$ cat config.mk
export PLATFORM = sky130hd
export DESIGN_NAME = mmas_unit
export DESIGN_NICKNAME = d
export VERILOG_FILES = /design/src/rtl/mmas_pkg.sv /design/src/rtl/mmas_unit.sv
export SDC_FILE = /design/constraint.sdc
export NUM_CORES = 2
export LEC_CHECK = 0
export ABC_AREA = 1
export BUFFER_PORTS_ARGS = -buffer_cell sky130_fd_sc_hd__buf_4
export CELL_PAD_IN_SITES_DETAIL_PLACEMENT = 0
export CELL_PAD_IN_SITES_GLOBAL_PLACEMENT = 1
export CORE_MARGIN = 2
export CORE_UTILIZATION = 45
export CTS_BUF_LIST = sky130_fd_sc_hd__clkbuf_8 sky130_fd_sc_hd__clkbuf_16
export DETAILED_ROUTE_END_ITERATION = 7
export PLACE_DENSITY_LB_ADDON = 0.1
export SYNTH_ARGS = -nofsm -noshare
export SYNTH_HDL_FRONTEND = slang
export SYNTH_SLANG_ARGS = --single-unit
$ cat constraint.sdc
create_clock -name clock -period 8.5 [get_ports clock]
set_input_delay 0.85 -clock clock [delete_from_list [all_inputs] [get_ports clock]]
set_output_delay 0.85 -clock clock [all_outputs]
set_load 0.05 [all_outputs]
$ cat src/rtl/mmas_pkg.sv
`timescale 1ns / 1ps
// ----------------------------------------------------------------------------
// mmas_pkg: shared types and codes of the matrix engine
// Request, result and datapath tag types, action, operation and register codes.
// ----------------------------------------------------------------------------
package mmas_pkg;

   localparam int DATA_W    = 32;
   localparam int POS_W     = 3;
   localparam int DIM_W     = 4;
   localparam int ACTION_W  = 2;
   localparam int OP_W      = 2;
   localparam int CSR_IDX_W = 3;
   localparam int CSR_DAT_W = 4;

   // input actions
   localparam logic [ACTION_W-1:0] ACT_LOAD_A = 2'd0;
   localparam logic [ACTION_W-1:0] ACT_LOAD_B = 2'd1;
   localparam logic [ACTION_W-1:0] ACT_START  = 2'd2;

   // operation register codes
   localparam logic [OP_W-1:0] OP_MUL = 2'd0;
   localparam logic [OP_W-1:0] OP_ADD = 2'd1;
   localparam logic [OP_W-1:0] OP_SUB = 2'd2;

   // register indexes
   localparam logic [CSR_IDX_W-1:0] CSR_A_ROWS    = 3'd0;
   localparam logic [CSR_IDX_W-1:0] CSR_A_COLS    = 3'd1;
   localparam logic [CSR_IDX_W-1:0] CSR_B_ROWS    = 3'd2;
   localparam logic [CSR_IDX_W-1:0] CSR_B_COLS    = 3'd3;
   localparam logic [CSR_IDX_W-1:0] CSR_OPERATION = 3'd4;

   localparam logic signed [DATA_W-1:0] SAT_MAX = 32'sh7FFF_FFFF;
   localparam logic signed [DATA_W-1:0] SAT_MIN = 32'sh8000_0000;

   typedef struct packed {
      logic [ACTION_W-1:0]      action;
      logic [POS_W-1:0]         row_index;
      logic [POS_W-1:0]         col_index;
      logic signed [DATA_W-1:0] element_value;
   } req_type;

   typedef struct packed {
      logic [POS_W-1:0]         result_row;
      logic [POS_W-1:0]         result_col;
      logic signed [DATA_W-1:0] result_value;
      logic                     last;
      logic                     dimension_error;
   } rsp_type;

   typedef enum logic [1:0] {
      KIND_MUL,
      KIND_ADD,
      KIND_SUB
   } kind_type;

   // control carried alongside each operand pair through the arithmetic unit
   typedef struct packed {
      kind_type         kind;
      logic             first;
      logic             last_k;
      logic [POS_W-1:0] row;
      logic [POS_W-1:0] col;
      logic             last;
   } tag_type;

endpackage

$ cat src/rtl/mmas_unit.sv
`timescale 1ns / 1ps
// ----------------------------------------------------------------------------
// mmas_unit: shared multiply / add / accumulate unit
// Three stages: product or sum, scale and saturate, accumulate.
// ----------------------------------------------------------------------------
module mmas_unit #(
   parameter int MAX_DIM   = 8,
   parameter int FRAC_BITS = 16
) (
   input  logic                              clock,
   input  logic                              reset,
   input  logic                              in_valid,
   input  mmas_pkg::tag_type                 in_tag,
   input  logic signed [mmas_pkg::DATA_W-1:0] a_data,
   input  logic signed [mmas_pkg::DATA_W-1:0] b_data,
   output logic                              res_valid,
   output mmas_pkg::tag_type                 res_tag,
   output logic signed [mmas_pkg::DATA_W-1:0] res_value
);
   import mmas_pkg::*;

   localparam int PROD_W = 2 * DATA_W;
   localparam int ACC_W  = DATA_W + $clog2(MAX_DIM) + 1;

   logic                     s2_valid_ff;
   tag_type                  s2_tag_ff;
   logic signed [PROD_W-1:0] prod_ff;
   logic signed [PROD_W-1:0] prod_in;

   logic                     s3_valid_ff;
   tag_type                  s3_tag_ff;
   logic signed [DATA_W-1:0] term_ff;
   logic signed [DATA_W-1:0] term_in;
   logic signed [PROD_W-1:0] scaled;

   logic signed [ACC_W-1:0]  acc_ff;
   logic signed [ACC_W-1:0]  sum;

   // exact product, or sum / difference widened to the product width
   always_comb begin
      case (in_tag.kind)
         KIND_ADD: prod_in = PROD_W'(a_data) + PROD_W'(b_data);
         KIND_SUB: prod_in = PROD_W'(a_data) - PROD_W'(b_data);
         default:  prod_in = a_data * b_data;
      endcase
   end

   // drop fraction bits (floor) for products, then saturate
   always_comb begin
      if (s2_tag_ff.kind == KIND_MUL) begin
         scaled = prod_ff >>> FRAC_BITS;
      end else begin
         scaled = prod_ff;
      end
      if (scaled > PROD_W'(SAT_MAX)) begin
         term_in = SAT_MAX;
      end else if (scaled < PROD_W'(SAT_MIN)) begin
         term_in = SAT_MIN;
      end else begin
         term_in = DATA_W'(scaled);
      end
   end

   always_comb begin
      if (s3_tag_ff.first) begin
         sum = ACC_W'(term_ff);
      end else begin
         sum = acc_ff + ACC_W'(term_ff);
      end
      if (sum > ACC_W'(SAT_MAX)) begin
         res_value = SAT_MAX;
      end else if (sum < ACC_W'(SAT_MIN)) begin
         res_value = SAT_MIN;
      end else begin
         res_value = DATA_W'(sum);
      end
   end

   assign res_valid = s3_valid_ff && s3_tag_ff.last_k;
   assign res_tag   = s3_tag_ff;

   always_ff @(posedge clock) begin
      if (reset) begin
         s2_valid_ff <= 1'b0;
         s3_valid_ff <= 1'b0;
      end else begin
         s2_valid_ff <= in_valid;
         s3_valid_ff <= s2_valid_ff;
      end
   end

   always_ff @(posedge clock) begin
      s2_tag_ff <= in_tag;
      prod_ff   <= prod_in;
      s3_tag_ff <= s2_tag_ff;
      term_ff   <= term_in;
      if (s3_valid_ff) begin
         acc_ff <= sum;
      end
   end

endmodule

==> results.yml <==
die:
  start_util: 0.455
  num_rows: 122
  core_area_um2: 111000
  fp.dieH_um: 339
  die_w_um: 339
  dieArea_um2: 115000
  ioPinCount: 122
timing:
  fmax_mhz: 126
  fin_skew_ps: 14.9
  grt_setup_unrepaired: "no"
  post-route-period-util: 0.937
  post-route-min-period_ps: 7970
  setup_violations: 0
  hold_viol_final: 0
  tightest_slew_ps: 1070
  slew-limit-headroom: 0.283
  slew_viol_final: 0
grt:
  grt_start_max_net_pins: 63
  grt_pass1_wl_um: 273000
  grt_pass1_vias: 44700
  antenna_found_initial: 2
  globalRouteTotalUtil: 0.310
  gr-total-overflow: 0
logic_synthesis:
  yosysTopAreaCell: "fa_1"
  synth_nets: 8190
  netlist_instances: 6741
  ys_seq_area_frac: 0.0689
  avgSynthCellArea_um2: 7.50
  synth_cell_type_count: 52
  syn_area_um2: 50600
  synth.area.top_cells: "fa_1 (43%), inv_1 (14%), nand2_1 (13%)"
  ys_ff_latch: 156
  synth_top_area_share: 0.430
  synth_warnings: 0
clock_tree:
  clk_latency_ps: 450
  ctsHoldBuffers: 0
  clk_path_buf_depth: 2
  htree_levels: 4
  clock_sinks: 156
  post_cts_buffers: 0
  cts.clk_slew.worst_paths_ps: 60
  post_cts_resized: 0
  cts_tree: "yes"
  cts_root_buf: "clkbuf_16"
  cts_made_buffers: 17
routing:
  drt_pre_antenna_iters: 8
  via_count: 42000
  drt_iter0_drc: 2751
  wl_per_cell_um: 21.0
  ant_nets: 0
  routed_wl_um: 174000
  viasPerCell: 5.09
  drc: 0
setup_path:
  path_common_cell: "nand2_1"
  cp.required_ps: 8810
  start_kind: "input pin"
  arrival_ps: 8270
  critPathMaxFanout: 33
  critPathKind: "in2reg"
  critical-path-slowest-cell: "fa_1"
  worst_path_largest_cell_delay_ps: 550
  end_kind: "flop"
finish:
  final_area_um2: 53900
  nets: 8216
  area_delta_synth_final_pct: 6.63
  n_fill_cell: 11500
  drive_gt1_frac: 0.0569
  layout_common_cells: "inv_1 (1887), nand2_1 (1718), fa_1 (1085)"
  final_common_cell: "inv_1"
  stdcell_count: 8267
  finalCoreUtilization: 0.485
  diodes: 0
placed_design:
  dp_hpwl_um: 148000
  dp.cells: 8236
  io_buffers: 121
  place_area_um2: 53400
  gp_congestion: 0.965
flow_run:
  maxCapViolations: 0
outcome:
  status: "complete, no violations"
min_path:
  hp-class: "reg2reg"
[flip-flops by register name, summed over array words and instances, names as in the netlist]
| register | count |
|---|---|
| prod_ff | 64 |
| acc_ff | 36 |
| term_ff | 32 |
| res_tag | 11 |
| s2_tag_ff | 11 |
| s2_valid_ff | 1 |
| s3_valid_ff | 1 |
[per-layer routing]
layer	up-vias	GRT usage	wire [um]
li1	19600	-	-
met1	21100	0.433	78300
met2	1163	0.526	82900
met3	170	0.0276	8430
met4	2	0.0693	4230
met5	-	0	13
[worst paths after layout]
path                         startpoint               endpoint  slack, ps  cells after the start
setup reg to reg  s2_tag_ff[10]$_DFF_P_  term_ff[1]$_SDFF_PN1_       5050                     11
setup / recovery             a_data[14]    prod_ff[42]$_DFF_P_        530                     28
hold / removal     s2_tag_ff[7]$_DFF_P_     res_tag[7]$_DFF_P_        320                      0
hold reg to reg    s2_tag_ff[7]$_DFF_P_     res_tag[7]$_DFF_P_        320                      0
[logic make-up (layout without fill, tap and decap cells)]
family	Yosys count	in the layout	share of synthesized area
xor+xnor	46	46	0.00797
mux	5	5	0.000990
simple gates	2396	2396	0.191
fa+ha+maj	1371	1371	0.500
compound gates	616	616	0.0685
flops	156	156	0.0689
buf+inv	2151	2189	0.162
[Yosys cell counts, drive strengths merged]
master	number
a211oi	1
a21boi	7
a21o	13
a21oi	245
a31o	1
a31oi	22
and3	3
buf	34
clkbuf	226
dfxtp	120
edfxtp	36
fa	1085
ha	286
inv	1891
mux2i	5
nand2	1725
nand3	195
nand3b	5
nand4	45
nor2	322
nor3	29
nor3b	1
nor4	13
o2111ai	4
o211ai	40
o21a	5
o21ai	230
o21bai	43
o221ai	2
o31ai	2
o41ai	1
or2	58
xnor2	18
xor2	28
[worst max-delay path: cells and delay by family]
family	cells	cell delay [ps]
adder cells (fa/ha/maj)	10	4810
buffers and inverters	5	770
AND/OR/NAND/NOR	13	1800
[per-stage QoR]
| stage | hold slack (ps) | setup TNS [ps] | worst slack (ps) |
|---|---|---|---|
| after floorplan | 310 | 0 | 567 |
| after global placement | 310 | -5.18 | -5.18 |
| after detailed placement | 312 | 0 | 47.1 |
| after CTS | 324 | 0 | 506 |
| after global routing | 328 | 0 | 194 |
| final | 322 | 0 | 534 |
[layout make-up]
cell class / instances / area [um2] / share of cell area
Clock buffer: 18 / 450 / 0.00835
Sequential cell: 156 / 3480 / 0.0646
Inverter: 1891 / 7100 / 0.132
Tap cell: 1488 / 1860 / 0.0345
Timing Repair Buffer: 267 / 2020 / 0.0374
Multi-Input combinational cell: 4434 / 38900 / 0.721
Clock inverter: 13 / 114 / 0.00211
Power is not shown: default switching activity piles up to over one toggle a cycle in this logic, so the estimate is an artifact.
